### config.mk
export PLATFORM = sky130hd
export DESIGN_NAME = adc_channel_converter_top
export DESIGN_NICKNAME = d
export VERILOG_FILES = /design/src/sv/acc_pkg.sv /design/src/sv/adc_channel_converter_top.sv
export VERILOG_INCLUDE_DIRS = /design/src /design/src/sv
export SDC_FILE = /design/constraint.sdc
export NUM_CORES = 2
export LEC_CHECK = 0
export BUFFER_PORTS_ARGS = -buffer_cell sky130_fd_sc_hd__buf_4
export CORE_MARGIN = 2
export CORE_UTILIZATION = 45
export CTS_CLUSTER_DIAMETER = 100
export CTS_CLUSTER_SIZE = 8
export DETAILED_ROUTE_END_ITERATION = 12
export RECOVER_POWER = 50
export SLEW_MARGIN = 20
export SYNTH_ARGS = -nofsm -noshare
export SYNTH_HDL_FRONTEND = slang
export SYNTH_SLANG_ARGS = --single-unit
### constraint.sdc
create_clock -name clk_i -period 16.85 [get_ports clk_i]
set_clock_uncertainty 0.2 [all_clocks]
set_input_delay 1.685 -clock clk_i [delete_from_list [all_inputs] [get_ports clk_i]]
set_output_delay 1.685 -clock clk_i [all_outputs]
set_load 0.02 [all_outputs]
### src/sv/assert_macros.svh
// Assertion macros shared by the converter RTL.
// Included by modules that check their own pipeline; no other dependencies.
`ifndef ASSERT_MACROS_SVH
`define ASSERT_MACROS_SVH
`ifndef SYNTHESIS
// Checked property, disabled while reset is asserted.
`define ACC_ASSERT(label, clk, rst_n, prop) \
  label: assert property (@(posedge clk) disable iff (!rst_n) prop) \
    else $error("assertion failed");
// Checked property, evaluated during reset as well.
`define ACC_ASSERT_NORST(label, clk, prop) \
  label: assert property (@(posedge clk) prop) else $error("assertion failed");
`else
`define ACC_ASSERT(label, clk, rst_n, prop)
`define ACC_ASSERT_NORST(label, clk, prop)
`endif
`endif

### src/sv/acc_pkg.sv
// Constants, types and helper functions of the ADC channel converter.
// Used by adc_channel_converter_top; no dependencies.
package acc_pkg;

  localparam int CH_W    = 5;
  localparam int RAW_W   = 16;
  localparam int GAIN_W  = 7;
  localparam int OUT_W   = 16;
  localparam int MAG_W   = 16;
  localparam int PROD_W  = 28;
  localparam int MVQ_W   = 13;
  localparam int MV_SHIFT = 15;
  localparam int MV_W    = 14;
  localparam int TN_W    = 25;
  localparam int TMAG_W  = 23;
  localparam int TPROD_W = 46;
  localparam int RECIP_SHIFT = 32;
  localparam int TQ_W    = 14;
  localparam int TEMP_W  = 15;

  localparam int MV_RANGE    = 4900;
  localparam int TEMP_OFFSET = 153925;
  localparam int TEMP_SLOPE  = 563;
  localparam int TEMP_SCALE  = 1000;
  // floor(2^32 / 563): quotient estimate is exact or one low for inputs below 2^23
  localparam longint TEMP_RECIP = 64'd7628716;
  localparam int GAIN_DIV    = 30720;
  localparam int THIRD_MUL   = 43;
  localparam int THIRD_SHIFT = 7;
  localparam int SUPPLY_SHIFT = 10;

  localparam logic [CH_W-1:0]   CH_MV_FIRST = 5'd0;
  localparam logic [CH_W-1:0]   CH_MV_LAST  = 5'd23;
  localparam logic [CH_W-1:0]   CH_RAW      = 5'd24;
  localparam logic [CH_W-1:0]   CH_SUPPLY   = 5'd25;
  localparam logic [CH_W-1:0]   CH_TEMP     = 5'd26;
  localparam logic [CH_W-1:0]   CH_GAIN     = 5'd27;
  localparam logic [CH_W-1:0]   CH_REF      = 5'd28;
  localparam logic [GAIN_W-1:0] GAIN_RESET  = 7'd1;

  // Pipeline stage positions
  localparam int STG_A = 0;
  localparam int STG_B = 1;
  localparam int STG_C = 2;
  localparam int STG_D = 3;
  localparam int STG_E = 4;
  localparam int STG_F = 5;
  localparam int STG_G = 6;
  localparam int STG_H = 7;
  localparam int STG_I = 8;
  localparam int STG_O = 9;
  localparam int NSTG  = 10;
  localparam int NDIV  = 3;

  typedef struct packed {
    logic [CH_W-1:0]         ch;
    logic                    neg;
    logic signed [OUT_W-1:0] side;
    logic [GAIN_W-1:0]       g;
    logic [MVQ_W-1:0]        num;
    logic [MVQ_W-1:0]        quo;
    logic [GAIN_W-1:0]       rem;
  } div_stage_t;

  // Restoring division over quotient bits hi down to lo.
  function automatic div_stage_t div_bits(div_stage_t in, int hi, int lo);
    div_stage_t         o;
    logic [GAIN_W:0]    trial;
    o = in;
    for (int i = MVQ_W - 1; i >= 0; i--) begin
      if (i <= hi && i >= lo) begin
        trial = {o.rem, o.num[i]};
        if (trial >= {1'b0, o.g}) begin
          o.rem    = GAIN_W'(trial - {1'b0, o.g});
          o.quo[i] = 1'b1;
        end else begin
          o.rem = trial[GAIN_W-1:0];
        end
      end
    end
    return o;
  endfunction

  // Value of the channels that need no gain division.
  function automatic logic signed [OUT_W-1:0] side_value(logic [CH_W-1:0] ch,
                                                       logic signed [RAW_W-1:0] raw,
                                                       logic [MAG_W-1:0] mag,
                                                       logic neg);
    logic [10:0]      third;
    logic [OUT_W-1:0] m;
    logic [OUT_W-1:0] r;
    third = 11'(mag[MAG_W-1:SUPPLY_SHIFT]) * 11'(THIRD_MUL);
    m = '0;
    case (ch) inside
      CH_SUPPLY, CH_REF: m = OUT_W'(third[10:THIRD_SHIFT]);
      CH_GAIN:           m = (mag >= MAG_W'(GAIN_DIV)) ? OUT_W'(1) : '0;
      default:           m = '0;
    endcase
    r = neg ? OUT_W'(-m) : m;
    if (ch == CH_RAW) begin
      r = raw;
    end
    return $signed(r);
  endfunction

endpackage

### src/sv/adc_channel_converter_top.sv
// ADC channel converter: raw sample and channel in, converted value out.
// Depends on acc_pkg and assert_macros.svh.
//
//  port group  direction  tdata                  tuser
//  s_axis      in         raw_sample[15:0]       channel[4:0]
//  m_axis      out        converted_value[15:0]  channel_out[4:0], bad_channel[5]
//  cfg         in         amp_gain[6:0]          -
//
// Ten register stages, one beat per cycle while m_axis_tready holds; the pipeline
// depth is set by the three-stage gain divider and the temperature reciprocal path.
// Reset clears all stage valid bits and loads gain 1.
// A stall holds only the stages behind a full one; empty stages keep filling.
// Gain writes take effect for beats accepted after the write.
`include "assert_macros.svh"

module adc_channel_converter_top (
  input  logic                         clk_i,
  input  logic                         rst_ni,
  input  logic                         s_axis_tvalid,
  output logic                         s_axis_tready,
  input  logic signed [acc_pkg::RAW_W-1:0] s_axis_tdata,  // [15:0] raw_sample
  input  logic [acc_pkg::CH_W-1:0]     s_axis_tuser,      // [4:0] channel
  output logic                         m_axis_tvalid,
  input  logic                         m_axis_tready,
  output logic signed [acc_pkg::OUT_W-1:0] m_axis_tdata,  // [15:0] converted_value
  output logic [acc_pkg::CH_W:0]       m_axis_tuser,      // [4:0] channel_out, [5] bad_channel
  input  logic                         cfg_valid_i,
  output logic                         cfg_ready_o,
  input  logic [acc_pkg::GAIN_W-1:0]   cfg_data_i         // [6:0] amp_gain
);

  logic [acc_pkg::NSTG-1:0] v_q, v_d, en;
  logic [acc_pkg::GAIN_W-1:0] gain_q, g_eff;

  // Stage A
  logic [acc_pkg::CH_W-1:0]         a_ch_q;
  logic signed [acc_pkg::RAW_W-1:0] a_raw_q;
  logic [acc_pkg::GAIN_W-1:0]       a_g_q;

  // Stage B
  logic                              b_neg;
  logic [acc_pkg::MAG_W-1:0]         b_mag;
  logic [acc_pkg::CH_W-1:0]          b_ch_q;
  logic                              b_neg_q;
  logic [acc_pkg::PROD_W-1:0]        b_prod_q;
  logic signed [acc_pkg::OUT_W-1:0]  b_side_q;
  logic [acc_pkg::GAIN_W-1:0]        b_g_q;

  // Stages C, D, E: gain divider
  acc_pkg::div_stage_t dv_in;
  acc_pkg::div_stage_t dv_d [acc_pkg::NDIV];
  acc_pkg::div_stage_t dv_q [acc_pkg::NDIV];

  // Stage F
  logic signed [acc_pkg::MV_W-1:0]   f_mv_d, f_mv_q;
  logic [acc_pkg::CH_W-1:0]          f_ch_q;
  logic signed [acc_pkg::OUT_W-1:0]  f_side_q;

  // Stage G
  logic signed [acc_pkg::TN_W-1:0]   g_tn, g_tabs;
  logic                              g_tneg_q;
  logic [acc_pkg::TMAG_W-1:0]        g_tmag_q;
  logic signed [acc_pkg::MV_W-1:0]   g_mv_q;
  logic [acc_pkg::CH_W-1:0]          g_ch_q;
  logic signed [acc_pkg::OUT_W-1:0]  g_side_q;

  // Stage H
  logic [acc_pkg::TPROD_W-1:0]       h_prod_q;
  logic                              h_tneg_q;
  logic [acc_pkg::TMAG_W-1:0]        h_tmag_q;
  logic signed [acc_pkg::MV_W-1:0]   h_mv_q;
  logic [acc_pkg::CH_W-1:0]          h_ch_q;
  logic signed [acc_pkg::OUT_W-1:0]  h_side_q;

  // Stage I
  logic [acc_pkg::TQ_W-1:0]          i_q0, i_quo;
  logic [acc_pkg::TMAG_W:0]          i_rem;
  logic signed [acc_pkg::TEMP_W-1:0] i_temp_d, i_temp_q;
  logic signed [acc_pkg::MV_W-1:0]   i_mv_q;
  logic [acc_pkg::CH_W-1:0]          i_ch_q;
  logic signed [acc_pkg::OUT_W-1:0]  i_side_q;

  // Output stage
  logic signed [acc_pkg::OUT_W-1:0]  o_val_d, o_val_q;
  logic                              o_bad_d, o_bad_q;
  logic [acc_pkg::CH_W-1:0]          o_ch_q;

  // ---------------------------------------------------------------- config
  assign cfg_ready_o = 1'b1;
  assign g_eff = (gain_q == '0) ? acc_pkg::GAIN_RESET : gain_q;

  always_ff @(posedge clk_i or negedge rst_ni) begin
    if (!rst_ni) begin
      gain_q <= acc_pkg::GAIN_RESET;
    end else if (cfg_valid_i && cfg_ready_o) begin
      gain_q <= cfg_data_i;
    end
  end

  // ---------------------------------------------------------------- flow control
  // A stage advances when it is empty or the stage after it advances.
  always_comb begin
    en[acc_pkg::NSTG-1] = !v_q[acc_pkg::NSTG-1] || m_axis_tready;
    for (int k = acc_pkg::NSTG - 2; k >= 0; k--) begin
      en[k] = !v_q[k] || en[k+1];
    end
    v_d[0] = en[0] ? s_axis_tvalid : v_q[0];
    for (int k = 1; k < acc_pkg::NSTG; k++) begin
      v_d[k] = en[k] ? v_q[k-1] : v_q[k];
    end
  end

  always_ff @(posedge clk_i or negedge rst_ni) begin
    if (!rst_ni) begin
      v_q <= '0;
    end else begin
      v_q <= v_d;
    end
  end

  assign s_axis_tready = en[acc_pkg::STG_A];

  // ---------------------------------------------------------------- stage A
  always_ff @(posedge clk_i) begin
    if (en[acc_pkg::STG_A]) begin
      a_ch_q  <= s_axis_tuser;
      a_raw_q <= s_axis_tdata;
      a_g_q   <= g_eff;
    end
  end

  // ---------------------------------------------------------------- stage B
  assign b_neg = a_raw_q[acc_pkg::RAW_W-1];
  assign b_mag = b_neg ? acc_pkg::MAG_W'(-a_raw_q) : acc_pkg::MAG_W'(a_raw_q);

  always_ff @(posedge clk_i) begin
    if (en[acc_pkg::STG_B]) begin
      b_ch_q   <= a_ch_q;
      b_neg_q  <= b_neg;
      b_prod_q <= acc_pkg::PROD_W'(b_mag) * acc_pkg::PROD_W'(acc_pkg::MV_RANGE);
      b_side_q <= acc_pkg::side_value(a_ch_q, a_raw_q, b_mag, b_neg);
      b_g_q    <= a_g_q;
    end
  end

  // ---------------------------------------------------------------- stages C..E
  // Divide the full-scale-scaled product by the gain, five then four then four bits.
  always_comb begin
    dv_in.ch   = b_ch_q;
    dv_in.neg  = b_neg_q;
    dv_in.side = b_side_q;
    dv_in.g    = b_g_q;
    dv_in.num  = b_prod_q[acc_pkg::PROD_W-1:acc_pkg::MV_SHIFT];
    dv_in.quo  = '0;
    dv_in.rem  = '0;
    dv_d[0] = acc_pkg::div_bits(dv_in, 12, 8);
    dv_d[1] = acc_pkg::div_bits(dv_q[0], 7, 4);
    dv_d[2] = acc_pkg::div_bits(dv_q[1], 3, 0);
  end

  always_ff @(posedge clk_i) begin
    for (int s = 0; s < acc_pkg::NDIV; s++) begin
      if (en[acc_pkg::STG_C + s]) begin
        dv_q[s] <= dv_d[s];
      end
    end
  end

  // ---------------------------------------------------------------- stage F
  always_comb begin
    f_mv_d = $signed({1'b0, dv_q[acc_pkg::NDIV-1].quo});
    if (dv_q[acc_pkg::NDIV-1].neg) begin
      f_mv_d = -f_mv_d;
    end
  end

  always_ff @(posedge clk_i) begin
    if (en[acc_pkg::STG_F]) begin
      f_mv_q   <= f_mv_d;
      f_ch_q   <= dv_q[acc_pkg::NDIV-1].ch;
      f_side_q <= dv_q[acc_pkg::NDIV-1].side;
    end
  end

  // ---------------------------------------------------------------- stage G
  assign g_tn = acc_pkg::TN_W'(f_mv_q) * acc_pkg::TN_W'(acc_pkg::TEMP_SCALE)
              - acc_pkg::TN_W'(acc_pkg::TEMP_OFFSET);
  assign g_tabs = g_tn[acc_pkg::TN_W-1] ? -g_tn : g_tn;

  always_ff @(posedge clk_i) begin
    if (en[acc_pkg::STG_G]) begin
      g_tneg_q <= g_tn[acc_pkg::TN_W-1];
      g_tmag_q <= g_tabs[acc_pkg::TMAG_W-1:0];
      g_mv_q   <= f_mv_q;
      g_ch_q   <= f_ch_q;
      g_side_q <= f_side_q;
    end
  end

  // ---------------------------------------------------------------- stage H
  always_ff @(posedge clk_i) begin
    if (en[acc_pkg::STG_H]) begin
      h_prod_q <= acc_pkg::TPROD_W'(g_tmag_q) * acc_pkg::TPROD_W'(acc_pkg::TEMP_RECIP);
      h_tneg_q <= g_tneg_q;
      h_tmag_q <= g_tmag_q;
      h_mv_q   <= g_mv_q;
      h_ch_q   <= g_ch_q;
      h_side_q <= g_side_q;
    end
  end

  // ---------------------------------------------------------------- stage I
  // Reciprocal estimate is exact or one low; fix with one compare.
  always_comb begin
    i_q0  = h_prod_q[acc_pkg::RECIP_SHIFT +: acc_pkg::TQ_W];
    i_rem = (acc_pkg::TMAG_W + 1)'(h_tmag_q)
          - (acc_pkg::TMAG_W + 1)'(i_q0) * (acc_pkg::TMAG_W + 1)'(acc_pkg::TEMP_SLOPE);
    i_quo = (i_rem >= (acc_pkg::TMAG_W + 1)'(acc_pkg::TEMP_SLOPE)) ? i_q0 + 1'b1 : i_q0;
    i_temp_d = $signed({1'b0, i_quo});
    if (h_tneg_q) begin
      i_temp_d = -i_temp_d;
    end
  end

  always_ff @(posedge clk_i) begin
    if (en[acc_pkg::STG_I]) begin
      i_temp_q <= i_temp_d;
      i_mv_q   <= h_mv_q;
      i_ch_q   <= h_ch_q;
      i_side_q <= h_side_q;
    end
  end

  // ---------------------------------------------------------------- output stage
  always_comb begin
    o_bad_d = 1'b0;
    unique case (i_ch_q) inside
      [acc_pkg::CH_MV_FIRST:acc_pkg::CH_MV_LAST]: o_val_d = acc_pkg::OUT_W'(i_mv_q);
      acc_pkg::CH_TEMP:                           o_val_d = acc_pkg::OUT_W'(i_temp_q);
      acc_pkg::CH_RAW, acc_pkg::CH_SUPPLY,
      acc_pkg::CH_GAIN, acc_pkg::CH_REF:          o_val_d = i_side_q;
      default: begin
        o_val_d = '0;
        o_bad_d = 1'b1;
      end
    endcase
  end

  always_ff @(posedge clk_i) begin
    if (en[acc_pkg::STG_O]) begin
      o_val_q <= o_val_d;
      o_bad_q <= o_bad_d;
      o_ch_q  <= i_ch_q;
    end
  end

  assign m_axis_tvalid = v_q[acc_pkg::STG_O];
  assign m_axis_tdata  = o_val_q;
  assign m_axis_tuser  = {o_bad_q, o_ch_q};

  // ---------------------------------------------------------------- assertions
  `ACC_ASSERT_NORST(a_rst_empty, clk_i, !rst_ni |=> v_q == '0)
  `ACC_ASSERT(a_div_rem, clk_i, rst_ni, v_q[acc_pkg::STG_E] |-> dv_q[acc_pkg::NDIV-1].rem < dv_q[acc_pkg::NDIV-1].g)
  `ACC_ASSERT(a_temp_est, clk_i, rst_ni, v_q[acc_pkg::STG_H] |-> i_rem < (acc_pkg::TMAG_W + 1)'(2 * acc_pkg::TEMP_SLOPE))
  `ACC_ASSERT(a_bad_flag, clk_i, rst_ni, m_axis_tvalid |-> m_axis_tuser[acc_pkg::CH_W] == (m_axis_tuser[acc_pkg::CH_W-1:0] > acc_pkg::CH_REF))
  `ACC_ASSERT(a_bad_zero, clk_i, rst_ni, m_axis_tvalid && m_axis_tuser[acc_pkg::CH_W] |-> m_axis_tdata == '0)

endmodule
# Word-level counts from Yosys, hierarchy flattened
# Memory sizes are Yosys's and may differ from the RTL's.
# Index checks and enable logic that the tools add are counted.
# classes
add_sub_neg	21
magnitude_cmp	17
reduce_logical	25
mux	45
multipliers	5
n_eq_ne	9
# op_table
op	n
$ge A8 B7 Y1	12
$mux W7	13
$sub A7 B7 Y7	12
$mux W16	4
$pmux W16 S3	1
$eq A5 B5 Y1 const B	9
$mul A23 B21 Y44 const B	1
$neg A16 Y16	2
$mux W14	2
$mul A16 B11 Y26 const B	1
$sub A25 B19 Y25 const B	1
$ge A24 B10 Y1 const B	1
$mul A14 B10 Y24 const B	1
$sub A23 B24 Y24	1
$mux W23	1
$neg A23 Y23	1
$mul A14 B8 Y22 const B	1
$mux W1	22
$ge A16 B15 Y1 const B	1
$neg A14 Y15	1
$add A14 B1 Y14 const B	1
$neg A13 Y14	1
$mux W13	1
$mul A6 B6 Y11 const B	1
other kinds (12)	30
# totals
n_memories	1
reg_bits	369
ramBits	186
# mem_list
name	words	width	read_ports	rd_clocked_by_memory_dff	write_ports	line_no	source
dv_q	3	62	3	0	3	adc_channel_converter_top.sv:52	acc_pkg::div_stage_t dv_q [acc_pkg::NDIV];

# Longest topological paths before layout
# logic_depth
ltp_word	14
depth_mapped	44
depth_no_buf	42

# Worst setup path after synthesis
# Ideal clock, no wire load.
# synth_timing
kind	reg2reg
start	memory dv_q[0][34] (netlist bit)
end	memory dv_q[0][64] (netlist bit) (data pin)
arrival_time_ps	8356
n_path_buf	3
path_stages_with_launch	41
path_slack_ps	8034
setup_time_ps	260
cell_sequence	edfxtp_1 > inv_1 > fa_1 > a21o_1 > a21oi_1 > nor2b_1 > o21a_1 > o21ai_0 > nor2b_1 > clkbuf_1 > mux2_2 > ha_1 > a21o_1 > a21oi_1 > o21bai_1 > a21oi_1 > o21ai_0 > a221o_1 > [... 5 more ...] > nor2_1 > nor2_1 > o21bai_1 > a21oi_1 > o21ai_0 > a211oi_1 > clkbuf_1 > mux2_2 > ha_1 > nor2b_1 > o21ai_0 > nand2b_1 > a21o_1 > a21o_1 > o21bai_1 > a21oi_1 > nand2_1 > mux2_2
# synth_lines
element	line_no
from (decl)	adc_channel_converter_top.sv:52

==> metrics.md <==
| Metric | Value |
|---|---|
| Outcome | complete, but fails checks |
| Failing checks | max-capacitance violations, max-slew violations |
| Post-synth top area share | approximately 35% |
| Starting DRT DRC Count | 1089 |
| Worst hold slack | about 0.20 ns |
| Via count | roughly 22000 |
| CP max FO | 10 |
| CP Data Arrival Time | 9.92 ns |
| Top FF cell, synth | edfxtp_1 |
| Setup crit start kind | flip-flop |
| Slew margin rel. | -137% |
| Distinct cells, synth | 89 |
| Total gr overflow | 0 |
| Cell with the most instances after synthesis | ha_1 |
| Synth top cells by count | ha_1, inv_1, edfxtp_1 |
| Slew Viols, Final | ~120 |
| H-tree depth | 3 |
| P&R area growth vs syn | 9.81% |
| GRT Total Usage | 18.3% |
| Die ar. | 0.0849 sq mm |
| Crit-path most repeated cell | a21o_1 |
| DR pass1 iterations | 6 |
| Final setup fails | 0 |
| CTS max path bufs | 3 |
| CTS Sinks | 455 |
| Register area share after synthesis | 36.5% |
| Most area-hungry cell type in the Yosys netlist | edfxtp_1 |
| Antenna diodes | 0 |
| Final Non-Filler Cells | 4257 |
| Crit-path slowest cell | nor4_1 |
| Largest net degree at the start of global routing | 67 |
| Layout cells sized above 1 | 7.00% |
| HPWL Detailed | 60.0 mm |
| Hold crit path type | reg -> reg |
| Largest stage delay on the critical path | roughly 0.70 ns |
| Unrepaired setup endpoints after global routing | false |
| Final Critical Period | 9.81 ns |
| Post-synth EDFFs | around 440 |
| Wire per inst | 17.5 microns |
| CTS Hold Bufs | 0 |
| Number of hold violations in the final report | 0 |
| First-pass GRT wire length | 125 mm |
| Post-CTS setup buffers | 0 |
| DP Cell Count | 4152 |
| Crit Path Category | reg -> reg |
| Syn Nets | between 3000 and 4000 |
| Top Ports | 58 |
| CP required | 16.97 ns |
| Vias per cell | 5.25 |
| Yosys reg bits | 455 |
| Worst slew pin tran | ~3.6 ns |
| Vias in the first global route | 24200 |
| Fillers | 7202 |
| Synth async-reset ratio | 3.74% |
| Fin crit share | between 50% and 60% |
| Final nets | about 4000 |
| # resized after CTS | 0 |
| Mapped Area | 0.0372 sq mm |
| DRC violations left | 0 |
| Post-route ant nets | 0 |
| Row count | 105 |
| Final setup TNS | 0 ns |
| Crit path buffers/inverters | 2 |
| FMAX | 102 MHz |
| Clock transition at path regs | 0.05 ns |
| Worst setup EP type | flip-flop |
| Clock latency at the later pin of the worst-skew pair | 0.59 ns |
| Avg Cell Area, Syn | about 12 sq um |
| Number of max-cap violations | 2 |
| Die extent in x | 291 microns |
| CTS tree | yes |
| Initial antenna violation count | 0 |
| Starting density of the core | 45.3% |
| Root Driver | clkbuf_16 |
| Synth area leaders | edfxtp_1, ha_1, fa_1, inv_1, xnor2_1 |
| Placeable Area | approximately 0.08 sq mm |
| WL final | 74.3 mm |
| Die height | 291 microns |
| CTS Buf Count | 67 |
| Yosys warnings | 0 |
| Post-Synthesis Cells | 3045 |
| Delay-heaviest family, CP | compound AO/OA/AOI/OAI gates |
| Buffers on Ports | 56 |
| Gpl congestion | 0.867 |
-- cell families after synthesis --
| group | share of synthesized area (%) |
|---|---|
| buffers and inverters | 5.61 |
| XOR/XNOR | 4.48 |
| AO/OA/AOI/OAI | 8.18 |
| flip-flops | 36.5 |
| adder cells (fa/ha/maj) | 37.4 |
| AND/OR/NAND/NOR | 6.12 |
| other | 0.0101 |
| multiplexers | 1.64 |
-- layout by cell type, fill, tap and decap left out, types with 12 or more instances in the layout --
| cell | instances |
|---|---|
| ha_1 | 575 |
| inv_1 | 511 |
| edfxtp_1 | 438 |
| fa_1 | 336 |
| xnor2_1 | 134 |
| nand2_1 | 102 |
| a21oi_1 | 93 |
| nor2_1 | 89 |
| o21ai_0 | 87 |
| clkbuf_16 | 68 |
| a21o_1 | 66 |
| xor2_1 | 55 |
| buf_4 | 44 |
| clkbuf_1 | 40 |
| nand2b_1 | 38 |
| mux2_2 | 38 |
| nor3_1 | 32 |
| nand3_1 | 27 |
| o21a_1 | 26 |
| nor2b_1 | 25 |
| nand4_1 | 22 |
| and3_1 | 21 |
| clkbuf_4 | 20 |
| o31ai_1 | 18 |
| mux2i_1 | 18 |
| dfrtp_1 | 16 |
| o21bai_1 | 15 |
| or2_2 | 15 |
| or3_1 | 15 |
| a222oi_1 | 14 |
| and2_1 | 12 |
-- worst paths after layout --
| path | startpoint | end | slack (ns) | cells after the start |
|---|---|---|---|---|
| worst max-delay path | b_g_q[6] | dv_q[0][2] | 7.04 | 38 |
| worst min-delay path | dv_q[0][20] | dv_q[0][82] | 0.20 | 0 |
| worst max register to register | b_g_q[6] | dv_q[0][2] | 7.04 | 38 |
| worst min register to register | dv_q[0][20] | dv_q[0][82] | 0.20 | 0 |
| max in group asynchronous | rst_ni | v_q[9] | 14.60 | 1 |
| min in group asynchronous | rst_ni | v_q[0] | 1.13 | 1 |
-- stage by stage --
| step | util, % | cell area [sq um] | setup slack [ns] |
|---|---|---|---|
| 5_1_grt | 49.8 | 40800 | 6.26 |
| 6_report | 49.8 | 40800 | 7.04 |
| 4_1_cts | 49.8 | 40900 | 7.15 |
| 3_5_place_dp | 47.5 | 39000 | 7.17 |
| 3_3_place_gp | 47.5 | 39000 | 7.45 |
| 2_1_floorplan | - | 37200 | 8.03 |
-- layout make-up --
type / instances / area [sq um] / share of cell area, %
timing repair buffer: 74 / 518 / 1.27
clock buffer: 98 / 1810 / 4.44
inverter: 514 / 1930 / 4.73
multi-input combinational: 2039 / 21600 / 52.8
sequential: 455 / 13600 / 33.3
tap: 1070 / 1340 / 3.28
clock inverter: 7 / 86.3 / 0.211
-- sequential cells by signal, indices dropped and copies added, names as in the netlist, 10 cells and up --
name and flops:
h_mv_q 14, h_side_q 16, v_q 10, i_side_q 16, i_mv_q 14, g_tmag_q 22
f_side_q 16, g_mv_q 14, h_prod_q 14, m_axis_tdata 16, b_side_q 16, i_temp_q 15
b_prod_q 13, f_mv_q 14, g_side_q 16, dv_q 133, h_tmag_q 22, a_raw_q 16
-- routing by layer --
metal  wire length, microns  part of all wire, %  global-route usage [%]
met5                      0                    0                       0
met4                   2390                  3.2                    5.86
met3                   2050                  2.8                    2.29
met2                  38400                   52                    33.2
met1                  31500                   42                    22.5
Power is left out: the tool's default activity adds up to more than one toggle a clock period on the data nets, which glitch-free logic cannot reach.
